<file path="config.mk">
export PLATFORM = sky130hd
export DESIGN_NAME = hsd_sqrt_cell
export DESIGN_NICKNAME = d
export VERILOG_FILES = /design/src/design/hsd_pkg.sv /design/src/design/hsd_sqrt_cell.sv
export SDC_FILE = /design/constraint.sdc
export NUM_CORES = 1
export LEC_CHECK = 0
export BUFFER_PORTS_ARGS = -buffer_cell sky130_fd_sc_hd__buf_2
export CELL_PAD_IN_SITES_DETAIL_PLACEMENT = 0
export CELL_PAD_IN_SITES_GLOBAL_PLACEMENT = 1
export CORE_MARGIN = 1
export CORE_UTILIZATION = 38
export DETAILED_ROUTE_END_ITERATION = 6
export PLACE_DENSITY = 0.83
export RECOVER_POWER = 50
export SETUP_SLACK_MARGIN = 0.3
export SKIP_CTS_REPAIR_TIMING = 1
export SYNTH_ARGS = -nofsm -noshare
export SYNTH_HDL_FRONTEND = slang
export SYNTH_SLANG_ARGS = --single-unit
</file>
<file path="constraint.sdc">
create_clock -name clk -period 7.6 [get_ports clk]
set_input_delay 0.76 -clock clk [delete_from_list [all_inputs] [get_ports clk]]
set_output_delay 0.76 -clock clk [all_outputs]
set_load 0.005 [all_outputs]
</file>
<file path="src/design/hsd_pkg.sv">
// package: shared widths, constants, cordic tables and data types
`timescale 1ns / 1ps
package hsd_pkg;

    localparam int LAT_W    = 31;
    localparam int LON_W    = 32;
    localparam int RADIUS_W = 13;
    localparam int DIST_W   = 23;
    localparam int ADDR_W   = 3;
    localparam int CW       = 36;
    localparam int TW       = 32;
    localparam int AW       = 31;
    localparam int SQW      = 62;
    localparam int SQ_STEPS = 31;
    localparam int ATAN_LEN = 32;
    localparam int CCW      = 32;
    localparam int PRODC_W  = RADIUS_W + CCW;

    localparam logic [ADDR_W-3:0] REG_RADIUS = '0;
    localparam logic [RADIUS_W-1:0] RADIUS_RESET = 13'd6378;

    typedef struct packed {
        logic signed [CW-1:0] x;
        logic signed [CW-1:0] y;
        logic signed [CW-1:0] z;
    } vec_t;

    typedef struct packed {
        logic [SQW-1:0] rem;
        logic [SQW-1:0] res;
    } sq_t;

    function automatic logic [63:0] udiv(input logic [63:0] n, input logic [63:0] d);
        logic [63:0] q;
        logic [63:0] r;
        begin
            q = '0;
            r = '0;
            for (int i = 63; i >= 0; i--)
            begin
                r = {r[62:0], n[i]};
                if (r >= d)
                begin
                    r = r - d;
                    q[i] = 1'b1;
                end
            end
            return q;
        end
    endfunction

    function automatic logic [63:0] isqrt_calc(input logic [63:0] v_in);
        logic [63:0] v;
        logic [63:0] res;
        logic [63:0] b;
        begin
            v = v_in;
            res = '0;
            b = 64'd1 << 62;
            while (b > v)
                b = b >> 2;
            while (b != 0)
            begin
                if (v >= res + b)
                begin
                    v = v - (res + b);
                    res = (res >> 1) + b;
                end
                else
                    res = res >> 1;
                b = b >> 2;
            end
            return res;
        end
    endfunction

    function automatic longint atan_sum(input logic [63:0] p_in, input logic [63:0] d);
        logic [63:0] p;
        logic [63:0] k;
        longint s;
        longint t;
        begin
            p = p_in;
            k = '0;
            s = 0;
            while (p != 0)
            begin
                t = longint'(udiv(p, 2 * k + 1));
                s = k[0] ? s - t : s + t;
                p = udiv(p, d);
                k = k + 1;
            end
            return s;
        end
    endfunction

    function automatic longint q60_to_q30(input longint v);
        return (v + (longint'(1) << 29)) >>> 30;
    endfunction

    function automatic longint pi60_calc();
        logic [63:0] two60;
        begin
            two60 = 64'd1 << 60;
            return 16 * atan_sum(udiv(two60, 64'd5), 64'd25)
                 - 4 * atan_sum(udiv(two60, 64'd239), 64'd57121);
        end
    endfunction

    localparam longint PI60      = pi60_calc();
    localparam longint PI_Q      = q60_to_q30(PI60);
    localparam longint PI180_Q37 = (longint'(udiv(64'(PI60), 64'd45)) + (longint'(1) << 24)) >>> 25;

    localparam logic signed [CW-1:0] PI_S      = CW'(PI_Q);
    localparam logic signed [CW-1:0] HALF_PI_S = CW'(PI_Q >>> 1);
    localparam logic signed [CW-1:0] TWO_PI_S  = CW'(2 * PI_Q);
    localparam logic signed [32:0]   PI180_S   = 33'(PI180_Q37);

    function automatic longint atan_q30(input int i);
        begin
            if (i == 0)
                return q60_to_q30(longint'(udiv(64'(PI60), 64'd4)));
            return q60_to_q30(atan_sum(64'd1 << (60 - i), 64'd1 << (2 * i)));
        end
    endfunction

    function automatic longint gain_inv_calc(input int n);
        longint x;
        longint y;
        longint nx;
        longint ny;
        logic [63:0] g;
        begin
            x = longint'(1) << 30;
            y = 0;
            for (int i = 0; i < n; i++)
            begin
                nx = x - (y >>> i);
                ny = y + (x >>> i);
                x = nx;
                y = ny;
            end
            g = isqrt_calc(64'(x * x) + 64'(y * y));
            if (g == 0)
                g = 64'd1;
            return longint'(udiv((64'd1 << 60) + (g >> 1), g));
        end
    endfunction

endpackage

</file>
<file path="src/design/hsd_sqrt_cell.sv">
// module: one result bit of the pipelined integer square root
`timescale 1ns / 1ps
module hsd_sqrt_cell #(
    parameter int BIT = 0
) (
    input  logic         clk,
    input  logic         en,
    input  hsd_pkg::sq_t d_in,
    output hsd_pkg::sq_t d_out
);
    import hsd_pkg::*;

    localparam logic [SQW-1:0] BITV = SQW'(1) << (2 * BIT);

    sq_t sq_reg;
    sq_t sq_next;
    logic [SQW-1:0] trial;

    always_comb
    begin
        trial = d_in.res + BITV;
        if (d_in.rem >= trial)
        begin
            sq_next.rem = d_in.rem - trial;
            sq_next.res = (d_in.res >> 1) + BITV;
        end
        else
        begin
            sq_next.rem = d_in.rem;
            sq_next.res = d_in.res >> 1;
        end
    end

    always_ff @(posedge clk)
    begin
        if (en)
            sq_reg <= sq_next;
    end

    assign d_out = sq_reg;
endmodule
</file>
* Word level (Yosys, flattened, before mapping)
Cells that the tools add are included.
Operators by class: mux-type cells 1, $add $sub $neg 3, order comparisons 1
Operators with widths (number):
- two-way mux 124 bit | 1
- adder 61 x 1 -> 62 bit (second input constant) | 1
- adder 62 x 1 -> 62 bit (second input constant) | 1
- greater-or-equal comparator 62 bit | 1
- subtractor 62 bit | 1
Storage, ports and cells: register bits 124, output and inout bits 124

* Logic depth before layout (Yosys ltp)
Gate-level depths: netlist (run 1).
depth after elaboration 3, depth in mapped cells 25, gate-level depth less buffers 20

* Worst setup path after synthesis (run 1)
OpenSTA, ideal clock, no wires.
path type input-to-reg, start in d_in[7] in the netlist's numbering, end reg sq_reg, in the netlist d_out[31], data pin, arrival 5.436 ns, stages 21, slack 1.899 ns, cell sequence clkbuf_1 and3_1 nand2_1 nor2_1 nand2_1 or3_1 or3_1 nor2_1 nand3_1 xnor2_1 ha_1 and3_1 nand2_1 or4_4 or3_4 a31o_1 buf_6 or3_4 buf_6 nor4_4 xor2_1
RTL lines:
- start: declaration | line hsd_sqrt_cell.sv:8 | input hsd_pkg::sq_t d_in,
- end signal: assignment | line hsd_sqrt_cell.sv:37 | sq_reg <= sq_next;
- end: declaration | line hsd_sqrt_cell.sv:15 | sq_t sq_reg;

==> out/summary.md, run 1 <==
- **initial cell density of the core** 38.8%
- **clock sink count** 124
- **number of endpoints with negative hold slack in the final report** 0
- **fraction of power spent switching nets** 33.3%
- **per-instance average area after synthesis** 8.63 um^2
- **synth warn** 0
- **Final Routed Wirelength** 38900 um
- **flip-flop and latch count after synthesis** 124
- **net switching power of the design** 0.815 mW
- **placed inst area** 0.0120 mm^2
- **placeable core region** 0.0270 mm^2
- **Placed Cells incl. Taps** 1757
- **outcome** complete, but fails checks
- **biggest fanout along the worst timing path** 101
- **Core Rows** 60
- **dominant synthesized flop cell** edfxtp_1
- **Die Y-Extent** 168 um
- **worst slew margin relative to its limit** -167%
- **Total Negative Setup Slacks** 0 ns
- **pre-CTS setup slack** 0.985 ns
- **fraction of registers with async set or reset after synthesis** 0%
- **number of port buffers** 249
- **distinct cell type count after synthesis** 68
- **hold wc startpoint** d_in[67]
- **CP Data Arrival Time** 6.54 ns
- **H-tree lvl count** 4
- **Highest Clock Rate** 157 MHz
- **maximum number of pins on one net before global-route repair** 102
- **period utilization** 83.7%
- **nature of the critical path startpoint** input port
- **type of the worst min-delay path** input port to flop
- **Slowest-stage cell, CP** or4_4
- **static leakage power** 4.88 nW
- **max-cap violations** 1
- **max FFs per register** 124
- **power density normalized to cell area** 195 mW/mm^2
- **number of instances in the synthesized netlist** 1216
- **P&R area growth vs syn** 19.6%
- **Via Count** 10300
- **number of detailed-routing iterations run before antenna repair** 5
- **DR vias/cell** 5.73
- **number of nets in the final layout** 1626
- **TritonCTS clock tree** done
- **start-to-end type of the worst setup path** input port to flop
- **data required time of the critical path** 7.78 ns
- **fraction of layout instances using a drive strength above 1** 18.1%
- **register clock-pin slew on the reported worst setup and hold paths** 0.07 ns
- **global-route wire length before repair** 57500 um
- **cell area after layout** 0.0126 mm^2
- **Peak supply drop** 121 uV
- **number of buffers added by the clock tree synthesis step** 17
- **number of global-route vias before repair** 9795
- **residual overflow from global routing** 0
- **combinational share of power** 27.4%
- **utilization after layout** 46.5%
- **category of the worst setup path capture point** flop
- **half-perimeter wire length after placement** 30800 um
- **width of the die** 168 um
- **combined area of all synthesized cells** 0.0105 mm^2
- **count of antenna-violating nets left after detailed routing** 0
- **CP peak stage delay** 0.51 ns
- **remaining design rule violation count** 0
- **Setup WS post-layout** 1.24 ns
- **maximum buffer depth of the clock tree** 2
- **critical-path cell list** buf_2 -> and4_1 -> nand2_1 -> nor2_1 -> nand2_1 -> or3_1 -> or3_1 -> nor2_1 -> nand3_1 -> xnor2_1 -> ha_1 -> and3_1 -> nand2_1 -> or4_4 -> or3_4 -> nand3_4 -> buf_12 -> nand3_1 -> nor2_1 -> xor2_1
- **Final Max Slew Viols** 65
- **unrepaired setup endpoints after global routing** no
- **Period minus WS final** 6.36 ns
- **clock root buffer** clkbuf_16
- **weighted congestion at the end of routability-driven global placement** 0.941
- **fraction of power consumed by sequential logic** 36.0%
- **worst min-delay path endpoint** d_out[67]
- **post-synthesis net count** 1407
- **part of the power in the clock network** 36.6%
- **number of instances on the worst hold path** 3
- **number of top-level pins** 250
- **final-report setup violation count** 0
- **number of design-rule violations left by the first detailed-router iteration** 853
- **internal power component** 1.63 mW
- **initial antenna violation count** 6
- **actual slew at the worst max-slew pin** 4.00 ns
- **GRT Resource Usage Total** 27.2%
- **sequential area share after synthesis** 35.5%
- **fin cells** 1793
- **Die Footprint** 0.0283 mm^2
- **number of enable-type register cells in the synthesized netlist** 124
- **DR WL/cell** 21.7 um
- **failing checks** max-capacitance violations, max-slew violations
[critical path, delay by kind of cell]
family / cells / cell delay [ns]
and+or+nand+nor: 15 / 4.47
buffers and inverters: 2 / 0.56
adders and majority gates: 1 / 0.38
xor gates and xnor gates: 2 / 0.28
[worst max-delay path by stage]
stage / cells past startpoint / startpoint / to
2_1_floorplan: 21 / d_in[7] / d_out[31]
3_3_place_gp: 20 / d_in[3] / d_out[60]
3_5_place_dp: 20 / d_in[3] / d_out[60]
4_1_cts: 20 / d_in[3] / d_out[60]
5_1_grt: 21 / d_in[3] / d_out[60]
6_report: 20 / d_in[3] / d_out[60]
[power by group through the flow]
stage | Sequential (mW) | Combinational, mW | Clock (mW)
6_report | 0.880 | 0.671 | 0.895
3_5_place_dp | 0.891 | 0.670 | 0
5_1_grt | 0.886 | 0.735 | 0.925
3_3_place_gp | 0.891 | 0.671 | 0
4_1_cts | 0.878 | 0.674 | 0.897
2_1_floorplan | 0.896 | 0.390 | 0
[cells by family after synthesis]
| kind of cell | synth area share [%] |
|---|---|
| compound gates | 16.3 |
| xor+xnor | 14.8 |
| fa+ha+maj | 7.82 |
| buf+inv | 3.45 |
| flops | 35.5 |
| simple gates | 22.2 |
[placed cells by master, fill, tap and decap left out, drive strengths merged, types with 6 or more instances in the layout]
| master | n |
|---|---|
| xor2 | 85 |
| nor2b | 6 |
| or2 | 6 |
| nor3 | 30 |
| o31ai | 9 |
| nand2b | 7 |
| edfxtp | 124 |
| clkbuf | 68 |
| and3 | 22 |
| nor4 | 12 |
| nand3 | 40 |
| and2 | 7 |
| o21bai | 15 |
| a21oi | 118 |
| inv | 29 |
| buf | 208 |
| nand4 | 46 |
| ha | 64 |
| and4 | 7 |
| or3 | 8 |
| o21ai | 61 |
| a211oi | 12 |
| nor2 | 141 |
| a21o | 24 |
| xnor2 | 92 |
| a31oi | 6 |
| nand2 | 142 |
[per-layer routing]
layer,GRT usage [%],routed length [um],up-vias
met4,9.13,1140,4
met3,5.81,2940,63
met2,42.6,17300,495
met1,37.2,17500,4832
met5,0,26,-
li1,-,-,4872
[cell usage after synthesis, drive strengths merged, types with 4 or more instances]
cell type | n | share of area (%)
inv | 25 | 0.89
a211oi | 12 | 0.86
or2 | 6 | 0.36
and2 | 7 | 0.42
o41ai | 4 | 0.33
o21a | 4 | 0.29
nand2 | 142 | 5.2
and4 | 7 | 0.58
o21ai | 61 | 2.9
a31oi | 6 | 0.36
and3 | 22 | 1.3
xor2 | 85 | 7.1
nor4 | 12 | 0.86
buf | 28 | 1.4
o31ai | 9 | 0.69
xnor2 | 92 | 7.7
nand3 | 40 | 1.9
nand2b | 7 | 0.42
a221oi | 4 | 0.33
ha | 64 | 7.6
clkbuf | 31 | 1.1
o21bai | 15 | 1.1
nor2 | 141 | 5.1
or4 | 5 | 0.43
or3 | 8 | 0.57
nor2b | 6 | 0.36
nand4 | 46 | 2.7
edfxtp | 124 | 35
nor3 | 30 | 1.5
a21oi | 118 | 5.7
a21o | 24 | 1.7
[area by class of cell]
type,instances,area (um^2)
clock inverters,15,188
inverters,25,93.8
well taps,341,427
diodes,4,10.0
repair buffers,259,1270
clock buffers,17,425
fillers,2760,14500
flip-flops and latches,124,3720
multi-input cells,1008,6420
[per-stage QoR]
| step | power (mW) | hold slack (ns) |
|---|---|---|
| 5_1_grt | 2.55 | 0.634 |
| 2_1_floorplan | 1.29 | 0.872 |
| 3_3_place_gp | 1.56 | 1.07 |
| 6_report | 2.45 | 0.621 |
| 4_1_cts | 2.45 | 0.617 |
| 3_5_place_dp | 1.56 | 1.07 |
Note: power is estimated with default switching activity, not from simulation.
==> run 2: changes to the inputs <==
Settings changed: ABC_AREA set to 1, CORE_UTILIZATION 38 to 36, PLACE_DENSITY 0.83 to 0.85.
Clock period 7.6 ns to 5.5 ns, I/O delays scaled along.
==> run 2 against run 1 <==
The run still ends with max-capacitance violations, max-slew violations left. Flip-flop and latch count stayed put. Non-clock buffer count up 18. Worst hold slack got worse by 0.24 ns. Critical path depth grew 4. Wire length grew 64%. Clock power is 32% higher. Critical path type unchanged. Critical endpoint is now d_out[34]. Largest cell class unchanged.
==> out/summary.md, run 2 <==
- **outcome** complete, but fails checks
- **failing checks** max-capacitance violations, max-slew violations
- **sequential area share after synthesis** 27.0%, -8.5 points
- **remaining design rule violation count** 0, unchanged
- **max-cap violations** 2, +1
- **CP dominant cell by count** nand2_1
- **Setup WS post-layout** 0.459 ns, -0.780 ns
- **Final Routed Wirelength** 63700 um, +64%
- **number of instances on the worst hold path** 3, unchanged
- **period utilization** 91.7%
- **Period minus WS final** 5.04 ns
- **type of the worst min-delay path** input port to flop
- **utilization after layout** 43.0%, -3.5 points
- **GRT Resource Usage Total** 32.7%, +5.5 points
- **cell area after layout** 0.0162 mm^2, +29%
- **flip-flop and latch count after synthesis** 124, unchanged
- **fin cells** 3058, +71%
- **clock root buffer** clkbuf_16
- **critical-path cell list** buf_2 -> ha_1 -> nand2_1 -> nor2_2 -> nand2_1 -> nor2_2 -> nand2_2 -> nor2_4 -> nand2_1 -> nor3b_2 -> nand2_1 -> xor2_1 -> ha_1 -> nand2_1 -> nor3_2 -> nand3_1 -> nor2_1 -> nand2_1 -> nand3_1 -> nor2_1 -> nand2_4 -> buf_12 -> buf_4 -> o21ai_0
- **distinct cell type count after synthesis** 34, -50%
- **half-perimeter wire length after placement** 55500 um, +80%
- **DR vias/cell** 4.91, -14%
- **H-tree lvl count** 4, unchanged
- **CP Data Arrival Time** 5.20 ns, -1.34 ns
- **dominant synthesized flop cell** edfxtp_1
- **unrepaired setup endpoints after global routing** no
- **DR WL/cell** 20.8 um, -3.9%
- **placed inst area** 0.0157 mm^2, +31%
- **pre-CTS setup slack** -0.189 ns, -1.17 ns
- **post-synthesis net count** 2459, +75%
- **residual overflow from global routing** 0, unchanged
- **post-layout total power** 3.70 mW, +51%
- **max FFs per register** 124, unchanged
- **start-to-end type of the worst setup path** input port to flop
- **Final Max Slew Viols** 84, +29%
- **weighted congestion at the end of routability-driven global placement** 0.965, +2.6%
- **Placed Cells incl. Taps** 3025, +72%
- **clock sink count** 124, unchanged
- **biggest fanout along the worst timing path** 37, -63%
- **top library cells by usage in the layout, fill and taps aside** 943 x nand2_1, 435 x inv_1, 178 x nor2_1, 171 x buf_2, 139 x xor2_1
- **largest cells by area after synthesis** edfxtp_1 27%, nand2_1 26%, inv_1 12%
- **number of filler cells placed in the layout** 4264, +54%
- **actual slew at the worst max-slew pin** 3.01 ns, -0.993 ns
- **Total Negative Setup Slacks** 0 ns, unchanged
- **Via Count** 15000, +46%
- **area of combinational cells with multiple inputs** 0.00820 mm^2, +28%
- **worst slew margin relative to its limit** -101%, +66 points
- **leading post-synthesis cells by instance count** 943 x nand2_1, 435 x inv_1, 178 x nor2_1
- **number of enable-type register cells in the synthesized netlist** 124, unchanged
- **number of detailed-routing iterations run before antenna repair** 5, unchanged
- **number of endpoints with negative hold slack in the final report** 0, unchanged
- **Die Y-Extent** 198 um, +18%
- **initial cell density of the core** 36.6%, -2.2 points
- **most frequent cell after synthesis** nand2_1
- **power density normalized to cell area** 228 mW/mm^2, +17%
- **per-instance average area after synthesis** 6.08 um^2, -30%
- **proportion of netlist area held by the largest area contributor** 27.0%, -8.5 points
- **Slowest-stage cell, CP** nor3_2
- **count of antenna-violating nets left after detailed routing** 0, unchanged
- **nature of the critical path startpoint** input port
- **number of design-rule violations left by the first detailed-router iteration** 1093, +28%
- **TritonCTS clock tree** done
- **number of top-level pins** 250, unchanged
- **synth warn** 0, unchanged
- **Crit. Startpoint** d_in[1]
- **Core Rows** 71, +18%
- **number of nets in the final layout** 2724, +68%
- **most common cell after layout, fill and taps aside** nand2_1
- **number of buffers added by the clock tree synthesis step** 17, unchanged
- **worst hold slack** 0.379 ns, -0.242 ns
- **number of instances in the synthesized netlist** 2268, +87%
- **fraction of registers with async set or reset after synthesis** 0%, unchanged
- **cell type with the largest total area after synthesis** edfxtp_1
- **maximum number of pins on one net before global-route repair** 51, -50%
- **register area** 0.00372 mm^2, unchanged
- **data required time of the critical path** 5.66 ns, -2.12 ns
- **final-report setup violation count** 0, unchanged
- **width of the die** 198 um, +18%
- **register clock-pin slew on the reported worst setup and hold paths** 0.06 ns, about the same
- **Die Footprint** 0.0391 mm^2, +38%
- **combined area of all synthesized cells** 0.0138 mm^2, +31%
- **number of global-route vias before repair** 14000, +43%
- **static leakage power** 8.63 nW, +77%
- **maximum buffer depth of the clock tree** 2, unchanged
- **initial antenna violation count** 1, -5
- **number of port buffers** 249, unchanged
- **P&R area growth vs syn** 17.5%
- **Highest Clock Rate** 198 MHz
- **global-route wire length before repair** 90500 um, +57%
- **placeable core region** 0.0377 mm^2, +39%
- **CP peak stage delay** 0.48 ns, -0.03 ns
- **worst setup path end** d_out[34]
- **category of the worst setup path capture point** flop
- **fraction of layout instances using a drive strength above 1** 10.0%, -8.1 points
- **Peak supply drop** 245 uV, +100%
-- run 2: cell types whose count changed in the layout (fill, tap and decap cells not counted), moves of 19 or more --
cell / delta
xor2_1: +54
xnor2_1: -86
buf_2: -25
a21o_1: -23
nand3_1: +75
inv_1: +411
nor2_1: +38
a21oi_1: -79
nand2_1: +804
and3_1: -19
clkbuf_1: +30
-- run 2: worst max-delay path, delay by kind of cell --
family / cells / cell delay (ns)
buffers and inverters: 3 / 0.63
AO/OA/AOI/OAI: 1 / 0.17
adder cells (fa/ha/maj): 2 / 0.61
AND/OR/NAND/NOR: 17 / 2.99
XOR/XNOR: 1 / 0.19
-- run 2: cell type report --
type / instances / share of cell area [%]
Timing Repair Buffer: 277 / 8.67
Clock inverter: 13 / 0.911
Sequential cell: 124 / 23.0
Inverter: 439 / 10.2
Antenna cell: 1 / 0.0154
Multi-Input combinational cell: 1674 / 50.6
Clock buffer: 19 / 2.67
Tap cell: 511 / 3.95
-- run 2: report_power, final --
| group | switching, mW | internal [mW] |
|---|---|---|
| clock network | 0.475 | 0.704 |
| logic | 0.874 | 0.401 |
| registers | 0.0375 | 1.21 |
-- run 2: per-layer routing --
layer  wire length (um)  global-route usage, %
met5                  0                      0
met4               2410                   13.8
met3               3820                   4.77
met2              29900                   55.1
met1              27600                   41.5
-- run 2: how the worst min path moves through the flow --
stage / start / slack (ns) / to
3_5_place_dp: d_in[70] / 0.85 / d_out[70]
5_1_grt: d_in[65] / 0.38 / d_out[65]
2_1_floorplan: en / 0.66 / d_out[0]
3_3_place_gp: d_in[123] / 0.85 / d_out[123]
6_report: d_in[73] / 0.38 / d_out[73]
4_1_cts: d_in[70] / 0.36 / d_out[70]
-- run 2: cells by family (layout without fill, tap and decap cells) --
| group | Yosys count | count (layout) | share of synthesized area, % |
|---|---|---|---|
| flip-flops | 124 | 124 | 27.0 |
| buffers and inverters | 470 | 748 | 13.7 |
| adder cells (fa/ha/maj) | 65 | 65 | 5.95 |
| other | 0 | 1 | 0 |
| AO/OA/AOI/OAI | 98 | 98 | 3.59 |
| XOR/XNOR | 146 | 146 | 9.27 |
| AND/OR/NAND/NOR | 1365 | 1365 | 40.4 |
==> run 3: changes to the inputs <==
==> constraint.sdc (replaced) <==
create_clock -name clk -period 5.5 [get_ports clk]
set_input_delay 0 -clock clk [delete_from_list [all_inputs] [get_ports clk]]
set_output_delay 0 -clock clk [all_outputs]
set_load 0.005 [all_outputs]
==> run 3 against run 2 <==
The flow finishes with violations (negative hold slack, max-capacitance violations, max-slew violations). Critical path depth down 2. Via count up 2.1%. Core utilization up 1.6 points. Combinational power about the same. Clock power up 15%. Sequential share of layout area down 0.81 points. Non-clock buffer count up 51. Clock-buffer cell count down 2. First-iteration DRC count up 0.27%. Highest routed layer unchanged.
==> out/summary.md, run 3 (synthesized netlist as in run 2, its figures left out) <==
- **final-report setup violation count** 0, unchanged
- **cell area after layout** 0.0168 mm^2, +3.6%
- **DR WL/cell** 20.9 um, about the same
- **GRT Max-Usage Layer** met2
- **fin cells** 3109, +1.7%
- **DR vias/cell** 4.93, +0.38%
- **unrepaired setup endpoints after global routing** no
- **category of the worst setup path capture point** flop
- **Final Max Slew Viols** 127, +51%
- **maximum buffer depth of the clock tree** 2, unchanged
- **global-route wire length before repair** 91300 um, +0.96%
- **worst slew margin relative to its limit** -125%, -25 points
- **power density normalized to cell area** 232 mW/mm^2, +1.8%
- **Die Y-Extent** 198 um, unchanged
- **register clock-pin slew on the reported worst setup and hold paths** 0.06 ns, about the same
- **number of endpoints with negative hold slack in the final report** 2, +2
- **TritonCTS clock tree** done
- **pre-CTS setup slack** 0.365 ns, +0.554 ns
- **width of the die** 198 um, unchanged
- **number of port buffers** 249, unchanged
- **number of design-rule violations left by the first detailed-router iteration** 1096, +0.27%
- **Placed Cells incl. Taps** 3005, -0.66%
- **Setup WS post-layout** 0.811 ns, +0.352 ns
- **nature of the critical path startpoint** input port
- **placed inst area** 0.0155 mm^2, -1.2%
- **period utilization** 85.3%, -6.4 points
- **Die Footprint** 0.0391 mm^2, unchanged
- **maximum number of pins on one net before global-route repair** 147, +190%
- **clock sink count** 124, unchanged
- **type of the worst min-delay path** input port to flop
- **Final Routed Wirelength** 64800 um, +1.7%
- **count of antenna-violating nets left after detailed routing** 0, unchanged
- **initial antenna violation count** 1, unchanged
- **met3 Resource Use GR** 4.26%, -0.51 points
- **GRT Resource Usage Total** 32.8%, +0.15 points
- **data required time of the critical path** 5.71 ns, +0.05 ns
- **utilization after layout** 44.6%, +1.6 points
- **half-perimeter wire length after placement** 54600 um, -1.7%
- **Period minus WS final** 4.69 ns, -0.352 ns
- **residual overflow from global routing** 0, unchanged
- **biggest fanout along the worst timing path** 146, +290%
- **Via Count** 15300, +2.1%
- **failing checks** negative hold slack, max-capacitance violations, max-slew violations
- **clock root buffer** clkbuf_16
- **Core Rows** 71, unchanged
- **number of global-route vias before repair** 14000, +0.036%
- **number of nets in the final layout** 2775, +1.9%
- **number of buffers added by the clock tree synthesis step** 17, unchanged
- **Peak supply drop** 239 uV, -2.4%
- **outcome** complete, but fails checks
- **start-to-end type of the worst setup path** input port to flop
- **number of filler cells placed in the layout** 4259, -0.12%
- **remaining design rule violation count** 0, unchanged
- **post-layout total power** 3.90 mW, +5.5%
- **worst setup path end** d_out[45]
- **P&R area growth vs syn** 21.8%
- **placeable core region** 0.0377 mm^2, unchanged
- **most common cell after layout, fill and taps aside** nand2_1
- **Crit. Startpoint** d_in[1]
- **worst hold slack** -0.0193 ns, -0.398 ns
- **Highest Clock Rate** 213 MHz, +7.5%
- **met2 layer usage reported by global route** 56.5%, +1.4 points
- **actual slew at the worst max-slew pin** 3.38 ns, +0.370 ns
- **number of top-level pins** 250, unchanged
- **Total Negative Setup Slacks** 0 ns, unchanged
- **initial cell density of the core** 36.6%, unchanged
- **max FFs per register** 124, unchanged
- **max-cap violations** 2, unchanged
- **met1 Resource Use GR** 42.0%, +0.47 points
- **H-tree lvl count** 4, unchanged
- **CP Data Arrival Time** 4.90 ns, -0.30 ns
- **fraction of layout instances using a drive strength above 1** 9.01%, -1.0 points
- **top library cells by usage in the layout, fill and taps aside** 943 x nand2_1, 435 x inv_1, 178 x nor2_1, 169 x buf_2, 140 x xor2_1
- **weighted congestion at the end of routability-driven global placement** 1.01, +4.7%
- **number of detailed-routing iterations run before antenna repair** 5, unchanged
- **static leakage power** 8.83 nW, +2.4%
-- run 3: changes by cell type in the layout (fill, tap and decap cells not counted), moves of 3 or more --
cell	change
dlygate4sd3_1	+71
buf_4	-17
buf_12	-3
bufinv_16	+3
clkinv_4	+3
-- run 3: critical path: stages --
cell	delay [ns]
buf_2	0.19
ha_1	0.42
nand3_2	0.24
nor2_2	0.32
nand2_1	0.22
nor2_2	0.22
nand2_1	0.18
nor3_1	0.31
xnor2_1	0.14
ha_1	0.42
nand2_1	0.12
nor2_1	0.52
nand3_1	0.33
nor2_1	0.16
nand2_1	0.08
nand3_1	0.07
nor2_1	0.07
nand2_4	0.10
buf_12	0.44
nand2_1	0.14
nand2_1	0.09
nand2_1	0.05
-- run 3: worst min path at each step --
stage                     cells after the start  slack, ns        end     start
after floorplan                               0       0.11   d_out[0]        en
after global routing                          3     0.0004  d_out[21]  d_in[22]
after CTS                                     3      -0.19  d_out[73]  d_in[73]
after global placement                        3       0.29  d_out[76]  d_in[76]
final                                         3      -0.02  d_out[21]  d_in[22]
after detailed placement                      3       0.29  d_out[75]  d_in[75]
-- run 3: where the power goes --
part	total, mW	switching, mW	internal, mW	leakage, nW
registers	1.26	0.0476	1.21	1.21
logic	1.28	0.866	0.415	7.30
clock network	1.36	0.514	0.850	0.320
-- run 3: final cells by class --
class,instances,area [um^2],share of cell area [%]
inverters,439,1650,9.83
repair buffers,328,1930,11.5
flip-flops and latches,124,3720,22.2
clock buffers,17,425,2.53
multi-input cells,1674,8170,48.7
well taps,511,639,3.81
clock inverters,15,245,1.46
diodes,1,2.50,0.0149
-- run 3: metal layers --
metal | up-vias | share of wire (%)
li1 | 7591 | -
met2 | 576 | 47
met4 | 0 | 3.2
met1 | 7084 | 43
met3 | 81 | 6.0
met5 | - | 0
