<file path="src/design/hsd_pkg.sv">
// package: shared widths, constants, cordic tables and data types
`timescale 1ns / 1ps
package hsd_pkg;

    localparam int LAT_W    = 31;
    localparam int LON_W    = 32;
    localparam int RADIUS_W = 13;
    localparam int DIST_W   = 23;
    localparam int ADDR_W   = 3;
    localparam int CW       = 36;
    localparam int TW       = 32;
    localparam int AW       = 31;
    localparam int SQW      = 62;
    localparam int SQ_STEPS = 31;
    localparam int ATAN_LEN = 32;
    localparam int CCW      = 32;
    localparam int PRODC_W  = RADIUS_W + CCW;

    localparam logic [ADDR_W-3:0] REG_RADIUS = '0;
    localparam logic [RADIUS_W-1:0] RADIUS_RESET = 13'd6378;

    typedef struct packed {
        logic signed [CW-1:0] x;
        logic signed [CW-1:0] y;
        logic signed [CW-1:0] z;
    } vec_t;

    typedef struct packed {
        logic [SQW-1:0] rem;
        logic [SQW-1:0] res;
    } sq_t;

    function automatic logic [63:0] udiv(input logic [63:0] n, input logic [63:0] d);
        logic [63:0] q;
        logic [63:0] r;
        begin
            q = '0;
            r = '0;
            for (int i = 63; i >= 0; i--)
            begin
                r = {r[62:0], n[i]};
                if (r >= d)
                begin
                    r = r - d;
                    q[i] = 1'b1;
                end
            end
            return q;
        end
    endfunction

    function automatic logic [63:0] isqrt_calc(input logic [63:0] v_in);
        logic [63:0] v;
        logic [63:0] res;
        logic [63:0] b;
        begin
            v = v_in;
            res = '0;
            b = 64'd1 << 62;
            while (b > v)
                b = b >> 2;
            while (b != 0)
            begin
                if (v >= res + b)
                begin
                    v = v - (res + b);
                    res = (res >> 1) + b;
                end
                else
                    res = res >> 1;
                b = b >> 2;
            end
            return res;
        end
    endfunction

    function automatic longint atan_sum(input logic [63:0] p_in, input logic [63:0] d);
        logic [63:0] p;
        logic [63:0] k;
        longint s;
        longint t;
        begin
            p = p_in;
            k = '0;
            s = 0;
            while (p != 0)
            begin
                t = longint'(udiv(p, 2 * k + 1));
                s = k[0] ? s - t : s + t;
                p = udiv(p, d);
                k = k + 1;
            end
            return s;
        end
    endfunction

    function automatic longint q60_to_q30(input longint v);
        return (v + (longint'(1) << 29)) >>> 30;
    endfunction

    function automatic longint pi60_calc();
        logic [63:0] two60;
        begin
            two60 = 64'd1 << 60;
            return 16 * atan_sum(udiv(two60, 64'd5), 64'd25)
                 - 4 * atan_sum(udiv(two60, 64'd239), 64'd57121);
        end
    endfunction

    localparam longint PI60      = pi60_calc();
    localparam longint PI_Q      = q60_to_q30(PI60);
    localparam longint PI180_Q37 = (longint'(udiv(64'(PI60), 64'd45)) + (longint'(1) << 24)) >>> 25;

    localparam logic signed [CW-1:0] PI_S      = CW'(PI_Q);
    localparam logic signed [CW-1:0] HALF_PI_S = CW'(PI_Q >>> 1);
    localparam logic signed [CW-1:0] TWO_PI_S  = CW'(2 * PI_Q);
    localparam logic signed [32:0]   PI180_S   = 33'(PI180_Q37);

    function automatic longint atan_q30(input int i);
        begin
            if (i == 0)
                return q60_to_q30(longint'(udiv(64'(PI60), 64'd4)));
            return q60_to_q30(atan_sum(64'd1 << (60 - i), 64'd1 << (2 * i)));
        end
    endfunction

    function automatic longint gain_inv_calc(input int n);
        longint x;
        longint y;
        longint nx;
        longint ny;
        logic [63:0] g;
        begin
            x = longint'(1) << 30;
            y = 0;
            for (int i = 0; i < n; i++)
            begin
                nx = x - (y >>> i);
                ny = y + (x >>> i);
                x = nx;
                y = ny;
            end
            g = isqrt_calc(64'(x * x) + 64'(y * y));
            if (g == 0)
                g = 64'd1;
            return longint'(udiv((64'd1 << 60) + (g >> 1), g));
        end
    endfunction

endpackage

</file>
<file path="src/design/hsd_cordic_cell.sv">
// module: one cordic micro-rotation stage, rotation or vectoring mode
`timescale 1ns / 1ps
module hsd_cordic_cell #(
    parameter int STAGE = 0,
    parameter bit VECTOR = 1'b0
) (
    input  logic          clk,
    input  logic          en,
    input  hsd_pkg::vec_t d_in,
    output hsd_pkg::vec_t d_out
);
    import hsd_pkg::*;

    localparam logic signed [CW-1:0] ANGLE = CW'(atan_q30(STAGE));

    vec_t vec_reg;
    vec_t vec_next;
    logic pos;
    logic signed [CW-1:0] xs;
    logic signed [CW-1:0] ys;

    always_comb
    begin
        xs = d_in.x >>> STAGE;
        ys = d_in.y >>> STAGE;
        pos = VECTOR ? d_in.y[CW-1] : !d_in.z[CW-1];
        if (pos)
        begin
            vec_next.x = d_in.x - ys;
            vec_next.y = d_in.y + xs;
            vec_next.z = d_in.z - ANGLE;
        end
        else
        begin
            vec_next.x = d_in.x + ys;
            vec_next.y = d_in.y - xs;
            vec_next.z = d_in.z + ANGLE;
        end
    end

    always_ff @(posedge clk)
    begin
        if (en)
            vec_reg <= vec_next;
    end

    assign d_out = vec_reg;
endmodule

</file>
<file path="config.mk">
export PLATFORM = sky130hd
export DESIGN_NAME = hsd_cordic_cell
export DESIGN_NICKNAME = d
export VERILOG_FILES = /design/src/design/hsd_pkg.sv /design/src/design/hsd_cordic_cell.sv
export SDC_FILE = /design/constraint.sdc
export NUM_CORES = 1
export LEC_CHECK = 0
export BUFFER_PORTS_ARGS = -buffer_cell sky130_fd_sc_hd__buf_2
export CAP_MARGIN = 20
export CELL_PAD_IN_SITES_DETAIL_PLACEMENT = 1
export CELL_PAD_IN_SITES_GLOBAL_PLACEMENT = 1
export CORE_MARGIN = 1.5
export CORE_UTILIZATION = 43
export CTS_CLUSTER_DIAMETER = 30
export DETAILED_ROUTE_END_ITERATION = 10
export PLACE_DENSITY_LB_ADDON = 0.1
export SLEW_MARGIN = 30
export SYNTH_ARGS = -nofsm -noshare
export SYNTH_HDL_FRONTEND = slang
export SYNTH_SLANG_ARGS = --single-unit
</file>
<file path="constraint.sdc">
create_clock -name clk -period 5.3 [get_ports clk]
set_clock_uncertainty 0.15 [all_clocks]
set_input_delay 0.265 -clock clk [delete_from_list [all_inputs] [get_ports clk]]
set_output_delay 0.265 -clock clk [all_outputs]
set_load 0.03 [all_outputs]
</file>
; ---- Word level (Yosys, flattened, before mapping)
; Cells that the tools add are included.
[op_classes]
addsub = 5
multipliers = 0
div = 0
n_lt_le_gt_ge = 0
n_eq_ne = 0
n_shift = 0
muxes = 1
bitwise = 0
reduce_logical = 0
[ops]
columns = op, n
row1 = 108-bit two-way mux, 1
row2 = 36-bit subtractor, 2
row3 = 36-bit by 31-bit adder with 36-bit output (second input constant), 1
row4 = 36-bit adder, 1
row5 = 36-bit by 31-bit subtractor with 36-bit output (second input constant), 1
[word_totals]
regBits = 108
latchBits = 0
ramBits = 0
romBits = 0
input_bits = 110
output_inout_bits = 108
wordCells = 9
n_memories = 0

; ---- Depth between registers and ports, before layout
; Gate-level depths: netlist (run 1).
[logic_depth]
depth_word = 2
depth_mapped = 13
mapped_depth_nobuf = 12

; ---- Least setup slack after synthesis (run 1)
; OpenSTA, ideal clock, no wires.
[synth_path]
kind = input -> register
start = input d_in[35] (netlist name)
end = register vec_reg, in the netlist d_out[34], data pin
setup_ps = 260
arrival_time_ps = 3364
required_ps = 4890
path_slack_ps = 1526
cell_stages = 13
n_path_buf = 2
path_cell_list = inv_1 > clkbuf_1 > buf_1 > ha_1 > and2_1 > a311oi_1 > o211ai_1 > o22ai_2 > o31a_1 > o31a_1 > o221a_4 > o21ai_2 > xor2_1
[synth_rtl]
columns = element, line_no
row1 = from (decl), hsd_cordic_cell.sv:9  ; input hsd_pkg::vec_t d_in,
row2 = to (signal assigned), hsd_cordic_cell.sv:44  ; vec_reg <= vec_next;
row3 = to (decl), hsd_cordic_cell.sv:16  ; vec_t vec_reg;

==> results.md, run 1 <==
Route:
- The total detailed-routing wirelength is 37.23 mm.
- The average wire length per cell after detail routing is 20.26 um.
- The count of routing violations after the opening detailed-route iteration is 835.
- The post-detailed-route count of antenna-violating nets is 0.
- After detailed routing, the number of vias per cell comes to 5.785.
- In the routed design, unresolved DRC markers number 0.
- The number of iterations in the first detailed-routing pass is 5.
- The routed layout has 10633 vias.

Timing:
- Setup violations remaining at the end of the flow were counted as 0.
- The final-report max-slew violation count is 0.
- The worst-case headroom to the max-slew limit is 30.16%.
- The worst path uses 68.06% of the clock period.
- For the finished layout, the period the worst path requires is 3.607 ns.
- The actual slew at the worst max-slew pin is 1.038 ns.
- The total negative slack for setup checks is 0 ns.
- The final count of hold timing violations is 0.
- Setup repair after global routing left no endpoint under its margin.
- The achievable frequency is 0.2772 GHz.

Global routing:
- Entering global routing, the biggest net connects 71 pins.
- The number of global-route vias before repair was 10843.
- The number of antenna violations at the first check in global routing is 0.
- In the global route stage, overall resource usage came out at 27.67%.
- The first global-routing pass estimated 58.82 mm of wire.
- Summed over all layers, the global routing overflow is 0.

CTS:
- The number of buffers inserted by post-CTS setup repair is 0.
- The number of buffers inserted for hold repair after clock tree synthesis is 0.
- The clock-pin transition on the worst setup and hold timing paths is 0.09 ns.
- The tree is rooted in a clkbuf_16.
- The clock tree synthesis step divided the H-tree into 3 levels.
- The number of buffers created by CTS is 9.
- The clock sink count is 107.
- The number of instances resized during post-cts repair is 0.
- The clock passes through at most 2 buffers.
- The clock tree from TritonCTS is yes.

Finish:
- The number of antenna diodes in the final layout is 0.
- Once layout is complete, the utilization of the core stands at 49.80%.
- The number of flip-flops under the largest register name is 107.
- The filler cells instantiated in the layout total 3168.
- From synthesis to final layout, the design area changed by 14.45%.
- After the last flow step, the layout net total stands at 1751.
- The share of cells above drive strength 1 is 18.10%.

Synth:
- Yosys attributes the largest share of cell area to edfxtp_1 (28%), ha_1 (15%), a21oi_1 (7.3%), xnor2_1 (6.1%), inv_1 (4.0%).
- A synthesized cell averages 8.561 sq um.
- The synthesized netlist devotes 26.48% of its cell area to compound gates.
- The simple-gate share of the synthesized area is 13.98%.
- The flip-flop cell with the highest count after synthesis is edfxtp_1.
- In this run the cell area of the synthesized design comes to 11270 sq um.
- The cell count after synthesis came out at 1317.
- After synthesis, the largest family of logic cells by area is compound AO/OA/AOI/OAI gates.
- Yosys mapped a number of flops with a built-in enable equal to 107.
- Of the total synthesized cell area, the portion taken by XOR and XNOR cells is 7.768%.
- After synthesis, the most frequently instantiated cells are a21oi_1 (165), ha_1 (139), inv_1 (121).
- The synthesized netlist devotes 16.14% of its cell area to adder and majority cells.
- The number of distinct library cells after synthesis is 86.
- The share of flip-flops with an asynchronous set or reset after synthesis is 0%.
- The portion of the post-synthesis area used by sequential elements is 28.50%.
- Synthesis inferred 107 register bits.
- The post-synthesis net count is 1570.
- The post-synthesis mux area share is 1.065%.
- The top-area cell type share of the netlist area is 28.50%.
- The most instantiated library cell after synthesis is a21oi_1.
- The largest total area in the synthesized netlist belongs to edfxtp_1.
- The Yosys step of the flow raised 0 warnings.

Setup path:
- The data arrival time at the worst-slack endpoint is 3.59 ns.
- Traced cell by cell, the critical path runs through buf_4 -> inv_2 -> ha_1 -> and4_1 -> nand2_1 -> o21a_1 -> a221o_1 -> o311ai_1 -> o21ai_1 -> o21ai_1 -> a21oi_1 -> xnor2_1.
- Among the stages of the critical path, the cell type that occurs most often is o21ai_1.
- The largest single stage delay on the critical path is 0.54 ns.
- The cell with the biggest individual delay on the critical path is ha_1.
- For the worst setup path, the data required time is 5.28 ns.
- The critical path starts at d_in[35].
- The critical path launch point type is an input pin.
- The category of the worst setup path capture point is a register.
- The worst setup path endpoint is d_out[31]$_DFFE_PP_.
- The largest fanout of any net on the critical path is 35.
- By startpoint and endpoint, the worst setup path is classified as in -> reg.

Power and ir drop:
- In this run the power spent charging and discharging nets is 1.456 mW.
- The switching share of power is 42.53%.
- For this design the ratio of total power to cell area is 265.3 nW/um^2.
- The total power draw is 3.423 mW.
- The share of total power in sequential cells is 34.0%.
- In this run the static leakage power is 5.746 nW.
- The power share of the clock group is 20.7%.
- The internal portion of the total power is 1.967 mW.
- The combinational group share of total power is 45.3%.
- The worst voltage drop across the vdd grid is 0.1398 mV.

Die:
- Measured along the y axis, the die boundary spans 164.9 um.
- The number of core rows is 59.
- Pin placement for this block handled 218 I/O pins.
- The core area is 25910 sq um.
- For this configuration, the core starts out at a cell density of 43.51%.
- The die covers 27200 sq um.
- The die is 164.9 um wide.

Job:
- The number of maximum-capacitance violations is 0.

Place:
- Summed over all nets, the half-perimeter wirelength after detailed placement is 29.49 mm.
- The weighted congestion reported at the end of routability-driven placement is 0.8848.
- The number of buffer cells added on primary ports is 217.

Worst hold path:
- The path class of the tightest hold or removal check is in -> reg.

Run status:
- The flow ran to the end, and the final reports show no timing, DRC or antenna violations.
## cell type report
cell class | instances | area, sq um | area share [%]
multi-input cells | 1036 | 7377 | 57.17
flip-flops and latches | 107 | 3213 | 24.90
repair buffers | 221 | 1141 | 8.843
inverters | 123 | 461.7 | 3.578
well taps | 335 | 419.2 | 3.248
clock buffers | 9 | 225.2 | 1.745
clock inverters | 7 | 66.31 | 0.5139
## per-stage QoR
step                      area (sq um)  setup slack, ns  cells  hold WS [ns]
after floorplan                  11270            1.526   1317        0.2275
after global placement           12580            1.436   1821        0.3904
after detailed placement         12580            1.367   1821        0.3952
after CTS                        12880            1.750   1837      0.003776
after global routing             12900            1.492   1838       0.02394
final                            12900            1.693   1838       0.02458
## kinds of logic after synthesis
family	count (synthesis)
muxes	12
xor gates and xnor gates	100
buffers and inverters	174
DFF	107
and+or+nand+nor	322
adders and majority gates	143
AOI/OAI and AO/OA	459
## critical path, delay by kind of cell
family          cells  cell delay (ns)
compound gates      6             1.48
xor+xnor            1             0.13
fa+ha+maj           1             0.54
buf+inv             2             0.79
simple gates        2             0.35
## cell usage in the layout, fill, tap and decap left out, types with 10 or more instances in the layout
master and instances:
xor2_1 21, a21oi_1 165, nand4_1 18, a21o_1 42
nor3_1 21, or2_2 10, mux2i_1 12, o21bai_1 32
o21a_1 15, ha_1 139, a31oi_1 11, o211ai_1 15
buf_2 215, nand2_1 66, nor2b_1 23, edfxtp_1 107
xnor2_1 79, nor2_1 105, inv_1 120, o31ai_1 16
nand3_1 29, o21ai_0 75
## layer usage
metal  global-route usage, %  share of wire, %  up-vias
met2                   46.91                47      319
met4                   8.927               2.5        0
li1                        -                 -     5124
met3                   2.411               4.9       51
met5                       0                 0        -
met1                   37.06                46     5139
## worst min-delay path by stage
stage          startpoint            endpoint  slack (ns)  cells after the start
5_1_grt           d_in[0]  d_out[0]$_DFFE_PP_        0.02                      2
6_report          d_in[0]  d_out[0]$_DFFE_PP_        0.02                      2
2_1_floorplan          en  d_out[0]$_DFFE_PP_        0.23                      0
3_3_place_gp      d_in[0]  d_out[0]$_DFFE_PP_        0.39                      2
4_1_cts           d_in[0]  d_out[0]$_DFFE_PP_       0.004                      2
3_5_place_dp      d_in[0]  d_out[0]$_DFFE_PP_        0.40                      2
## power by group through the flow
stage / clock (mW) / sequential [mW] / combinational (mW)
global route: 0.735 / 1.18 / 1.68
global placement: 0 / 1.18 / 1.51
detailed placement: 0 / 1.18 / 1.53
CTS: 0.718 / 1.17 / 1.54
finish: 0.708 / 1.16 / 1.55
floorplan: 0 / 1.47 / 0.775
No activity file was read; power rests on OpenSTA's default activity.
==> run 2, diff against run 1 <==
CORE_UTILIZATION = 39   (was 43)
clock period = 3 ns   (was 5.3 ns; I/O delays follow)
==> results.md, run 2 (synthesis gave the netlist of run 1 again) <==
Power and ir drop:
- The total power divided by cell area is 437.3 nW/um^2 (was 265.3 nW/um^2).
- The worst voltage drop across the vdd grid came to 0.2449 mV (was 0.1398 mV).
- The leakage power total is 7.059 nW (was 5.746 nW).
- The total power draw is 6.589 mW (was 3.423 mW).

Setup path:
- The largest fanout of any net on the critical path is 3 (was 35).
- The critical path launch point type is an input pin (unchanged).
- The data arrival time at the worst-slack endpoint is 2.86 ns (was 3.59 ns).
- The required time at the worst-slack endpoint came to 2.97 ns (was 5.28 ns).
- The category of the worst setup path capture point is a register (unchanged).
- The class of the most critical setup path is in -> reg (unchanged).

Timing:
- The smallest clock period supported by the final layout is computed as 2.888 ns.
- The final count of negative-setup-slack endpoints is 0 (unchanged).
- The final count of hold timing violations is 0 (unchanged).
- Dividing the final minimum period by the clock period gives 96.25%.
- Setup repair after global routing missed its margin: yes (was no).
- The worst-case headroom to the max-slew limit is 55.72% (was 30.16%).
- The final-report max-slew violation count is 0 (unchanged).
- The actual slew at the worst max-slew pin is 0.6642 ns (was 1.038 ns).
- The achievable frequency is 0.3463 GHz.

Route:
- The detailed-route vias per instance came to 5.411 (was 5.785).
- The count of routing violations after the opening detailed-route iteration is 606 (was 835).
- The total number of vias is 11666 (was 10633).
- The number of iterations in the first detailed-routing pass was 4 (was 5).
- The total detailed-routing wirelength is 41.95 mm (was 37.23 mm).
- The post-detailed-route count of antenna-violating nets was 0 (unchanged).
- The DRC violation count after routing is 0 (unchanged).
- The average wire length per cell after detail routing is 19.46 um (was 20.26 um).

Finish:
- The most common library cell in the layout ignoring fill and taps is buf_4 (was buf_2).
- The number of flip-flops under the largest register name is 107 (unchanged).
- The total number of nets in the final design is 2020 (was 1751).
- Most frequent cells in the layout: buf_4 (271), buf_2 (215), a21oi_1 (165), ha_1 (138), inv_1 (120) (was buf_2 (215), a21oi_1 (165), ha_1 (139), inv_1 (120), edfxtp_1 (107)).
- The area added between synthesis and finish is 33.66% (was 14.45%).
- The share of cells above drive strength 1 is 30.93% (was 18.10%).
- The number of antenna repair diodes is 0 (unchanged).
- The final cell count without fillers came to 2156 (was 1838).

Worst hold path:
- The type of the most critical hold path is in -> reg (unchanged).
- The hold path depth came to 3 (was 2).

Place:
- The weighted congestion reported at the end of routability-driven placement is 0.9509 (was 0.8848).
- The number of buffer cells added on primary ports came to 217 (unchanged).
- The total half-perimeter wirelength after legalization and detailed placement is 34.26 mm (was 29.49 mm).
- The number of cells after detailed placement is 2138 (was 1821).

CTS:
- The clock tree from TritonCTS is yes (unchanged).
- The H-tree level count is 3 (unchanged).
- The deepest clock path buffer count is 2 (unchanged).
- The clock-pin transition on the worst setup and hold timing paths is 0.08 ns (was 0.09 ns).
- The number of buffers created by CTS is 9 (unchanged).
- The number of buffers inserted by post-CTS setup repair is 0 (unchanged).
- The clock sink count is 107 (unchanged).
- The clock root buffer was clkbuf_16 (unchanged).

Global routing:
- The number of global-route vias before repair is 12522 (was 10843).
- The wire length of the first global-routing pass is 66.67 mm (was 58.82 mm).
- The number of antenna violations at the first check in global routing is 1 (was 0).
- The all-layer global routing usage is 28.09% (was 27.67%).
- The residual overflow from global routing is 0 (unchanged).
- The largest net degree at the start of global routing is 108 (was 71).

Die:
- The floorplan die area is 29940 sq um (was 27200 sq um).
- The core area came to 28550 sq um (was 25910 sq um).
- The number of core rows is 62 (was 59).
- The floorplan die height came to 173.0 um (was 164.9 um).
- The x dimension of the die is 173.0 um (was 164.9 um).
- The initial cell density of the core is 39.49% (was 43.51%).
- The count of pins on the block boundary came to 218 (unchanged).

Job:
- The number of maximum-capacitance violations is 0 (unchanged).

Run status:
- Run status: finished, final reports clean (unchanged).
run 2: cell type report:
type,instances,area (sq um)
clock buffers,9,225.2
clock inverters,7,75.07
fillers,3557,13480
inverters,123,464.2
multi-input cells,1036,7441
flip-flops and latches,107,3213
well taps,384,480.5
repair buffers,490,3171
run 2: final timing paths:
path              startpoint              endpoint
hold / removal      d_in[72]   d_out[36]$_DFFE_PP_
setup / recovery    d_in[37]  d_out[103]$_DFFE_PP_
run 2: what timing repair did:
item                                   in CTS  in global routing
setup endpoints to repair                   4                 18
hold buffers                                2                  0
pin swaps                                   0                  4
endpoints found under the hold margin       2                  0
gates resized for setup                     1                 17
run 2: metal layers:
layer | part of all wire [%] | wire [um] | vias to the layer above | track usage, %
met1 | 45 | 19010 | 5589 | 36.33
met5 | 0.031 | 13 | - | 0
met4 | 3.4 | 1437 | 2 | 11.85
met3 | 4.2 | 1751 | 77 | 3.474
met2 | 47 | 19730 | 324 | 47.35
li1 | - | - | 5674 | -
run 2: report_power, final:
part,switching [mW],internal (mW)
Combinational,1.97,1.27
Sequential,0.0725,1.99
Clock,0.630,0.656
Total,2.67,3.92
run 2: critical path, cell delays in order:
cell	delay, ns
buf_2	0.10
inv_1	0.06
ha_1	0.33
nor2b_2	0.16
o211ai_1	0.16
o2bb2ai_1	0.22
nand4b_4	0.25
a2111oi_4	0.43
nor2_1	0.18
o41ai_2	0.44
a21boi_0	0.18
xor2_1	0.19
run 2: metrics by stage:
step / setup TNS, ns / hold WS [ns] / worst slack (ns) / area, sq um / utilization, %
finish: 0 / 0.05387 / 0.1125 / 15070 / 52.79
global route: -0.01528 / 0.06789 / -0.01528 / 15070 / 52.79
CTS: -0.01054 / 0.04407 / -0.01054 / 15000 / 52.56
detailed placement: -8.858 / 0.2848 / -0.4323 / 14680 / 51.43
global placement: -6.380 / 0.2744 / -0.3257 / 14680 / 51.43
floorplan: 0 / 0.1125 / 0.02609 / 11280 / -
==> run 3, diff against run 2 <==
CORE_ASPECT_RATIO = 1.75   (was not set)
CORE_MARGIN = not set   (was 1.5)
==> results.md, run 3 (synthesis gave the netlist of run 1 again) <==
Route:
- The total detailed-routing wirelength came to 44.94 mm (was 41.95 mm).
- The sum of met2 wire segment lengths after detailed routing is 25.38 mm (was 19.73 mm).
- The number of iterations in the first detailed-routing pass was 5 (was 4).
- The total number of vias is 12079 (was 11666).
- The detailed-route vias per instance came to 5.518 (was 5.411).
- The met1 layer wirelength in the final routing is 14.73 mm (was 19.01 mm).
- The top routing layer in use is met4 (was met5).
- The detailed route wirelength on metal3 is 1.223 mm (was 1.751 mm).
- The count of routing violations after the opening detailed-route iteration is 361 (was 606).
- The post-detailed-route count of antenna-violating nets was 0 (unchanged).
- The DRC violation count after routing is 0 (unchanged).
- The average wire length per cell after detail routing is 20.53 um (was 19.46 um).

Setup path:
- The category of the worst setup path capture point is a register (unchanged).
- The cell with the biggest individual delay on the critical path is a2111oi_4 (was o41ai_2).
- The largest fanout of any net on the critical path came to 4 (was 3).
- The delay of the slowest cell on the worst path is 0.49 ns (was 0.44 ns).
- CP cell instances: buf_2 -> inv_1 -> ha_1 -> buf_4 -> nor2b_1 -> o21ai_0 -> buf_4 -> a31o_2 -> a211oi_2 -> nor4_2 -> a2111oi_4 -> a21oi_2 -> o21ai_1 -> xnor2_1 (was buf_2 -> inv_1 -> ha_1 -> nor2b_2 -> o211ai_1 -> o2bb2ai_1 -> nand4b_4 -> a2111oi_4 -> nor2_1 -> o41ai_2 -> a21boi_0 -> xor2_1).
- The required time at the worst-slack endpoint is 3.00 ns (was 2.97 ns).
- The critical path launch point type is an input pin (unchanged).
- The data arrival time at the worst-slack endpoint is 2.90 ns (was 2.86 ns).
- The class of the most critical setup path is in -> reg (unchanged).
- The cell repeated most along the worst path is buf_4.

Global routing:
- The all-layer global routing usage came to 30.96% (was 28.09%).
- The largest net degree at the start of global routing was 67 (was 108).
- The wire length of the first global-routing pass is 68.76 mm (was 66.67 mm).
- The residual overflow from global routing was 0 (unchanged).
- The number of antenna violations at the first check in global routing is 1 (unchanged).
- The number of global-route vias before repair is 13240 (was 12522).

Finish:
- The share of cells above drive strength 1 was 32.38% (was 30.93%).
- The final-layout fill cell count came to 3580 (was 3557).
- Most frequent cells in the layout: buf_4 (307), buf_2 (215), a21oi_1 (164), ha_1 (137), inv_1 (120) (was buf_4 (271), buf_2 (215), a21oi_1 (165), ha_1 (138), inv_1 (120)).
- The sequential cell area is 3213 sq um (unchanged).
- The total number of nets in the final design is 2058 (was 2020).
- The area taken by multi-input logic gates is 7410 sq um (was 7441 sq um).
- The area added between synthesis and finish is 36.20% (was 33.66%).
- The post-layout utilization of the core came to 53.84% (was 52.79%).
- The most common library cell in the layout ignoring fill and taps is buf_4 (unchanged).
- The final cell count without fillers came to 2189 (was 2156).
- The number of flip-flops under the largest register name is 107 (unchanged).

Die:
- The floorplan die height is 226.9 um (was 173.0 um).
- The x dimension of the die was 130.5 um (was 173.0 um).
- The initial cell density of the core came to 39.53% (was 39.49%).
- The count of pins on the block boundary was 218 (unchanged).
- The core area is 28520 sq um (was 28550 sq um).
- The number of core rows was 82 (was 62).
- The floorplan die area is 29620 sq um (was 29940 sq um).

Timing:
- The achievable frequency was 0.3440 GHz (was 0.3463 GHz).
- The post-route fraction of the period consumed by the critical path is 96.89% (was 96.25%).
- The setup slack of the critical path after layout came to 0.09329 ns (was 0.1125 ns).
- The worst-case headroom to the max-slew limit is 47.29% (was 55.72%).
- The final count of negative-setup-slack endpoints is 0 (unchanged).
- The final-report max-slew violation count was 0 (unchanged).
- The clock period minus final worst setup slack is 2.907 ns (was 2.888 ns).
- The final count of hold timing violations is 0 (unchanged).
- The actual slew at the worst max-slew pin came to 0.7907 ns (was 0.6642 ns).
- Setup repair after global routing missed its margin: no (was yes).

Job:
- The number of maximum-capacitance violations is 0 (unchanged).

Place:
- The number of buffer cells added on primary ports came to 217 (unchanged).
- The setup slack at placement is -0.4157 ns (was -0.4323 ns).
- The total half-perimeter wirelength after legalization and detailed placement is 37.69 mm (was 34.26 mm).
- The number of cells after detailed placement is 2170 (was 2138).
- The weighted congestion reported at the end of routability-driven placement is 0.9402 (was 0.9509).

Power and ir drop:
- The worst voltage drop across the vdd grid is 0.2930 mV (was 0.2449 mV).
- The total power draw came to 6.735 mW (was 6.589 mW).
- The leakage power total is 7.255 nW (was 7.059 nW).
- The total power divided by cell area was 438.6 nW/um^2 (was 437.3 nW/um^2).

CTS:
- The deepest clock path buffer count was 2 (unchanged).
- The clock root buffer was clkbuf_16 (unchanged).
- The clock sink count came to 107 (unchanged).
- The number of buffers created by CTS came to 9 (unchanged).
- The number of buffers inserted by post-CTS setup repair came to 0 (unchanged).
- The clock-pin transition on the worst setup and hold timing paths came to 0.08 ns (about the same).
- The H-tree level count came to 3 (unchanged).
- The clock tree from TritonCTS is yes (unchanged).

Worst hold path:
- The type of the most critical hold path is in -> reg (unchanged).

Run status:
- Run status: finished, final reports clean (unchanged).
run 3: cell types whose count changed in the layout (fill, tap and decap cells not counted), moves of 2 or more:
| cell | previous run | this run |
|---|---|---|
| a211oi_2 | 0 | 2 |
| buf_4 | 271 | 307 |
| inv_8 | 1 | 3 |
| buf_12 | 2 | 4 |
run 3: through the flow:
step                instance area (sq um)  TNS, ns  hold slack (ns)
floorplan                           11280        0           0.1125
global placement                    14990   -6.998           0.2724
detailed placement                  14990   -8.920           0.2906
CTS                                 15320        0          0.02948
global route                        15360        0          0.04988
finish                              15360        0          0.03312
run 3: metal layers:
layer  vias to the layer above  global-route usage, %
met4                         0                  24.62
met3                       174                  3.327
met2                       320                  61.27
li1                       5743                      -
met1                      5842                  27.21
met5                         -                      0
run 3: worst paths after layout:
path | startpoint | slack (ns) | to | depth (start not counted)
min | d_in[72] | 0.03 | d_out[36]$_DFFE_PP_ | 3
max | d_in[38] | 0.09 | d_out[100]$_DFFE_PP_ | 14
run 3: cell type report:
type,count,share of cell area [%]
Inverter,123,3.007
Clock buffer,9,1.467
Clock inverter,7,0.5867
Multi-Input combinational cell,1036,48.25
Antenna cell,1,0.01630
Sequential cell,107,20.92
Tap cell,378,3.080
Timing Repair Buffer,528,22.67
run 3: report_power, final:
group	leakage (nW)	internal, mW	switching, mW
Sequential	1.05	1.99	0.0756
Clock	0.156	0.674	0.657
Combinational	6.05	1.32	2.02
run 3: worst max-delay path, delay by kind of cell:
kind	cells	cell delay, ns
compound gates	6	1.59
xor+xnor	1	0.09
fa+ha+maj	1	0.34
buf+inv	4	0.48
simple gates	2	0.25
run 3: timing repair:
item                                    4_1_cts  5_1_grt
hold buffers                                  2        0
resized for setup                             0       11
hold endpoints to repair                      2        0
endpoints found under the setup margin        0       16
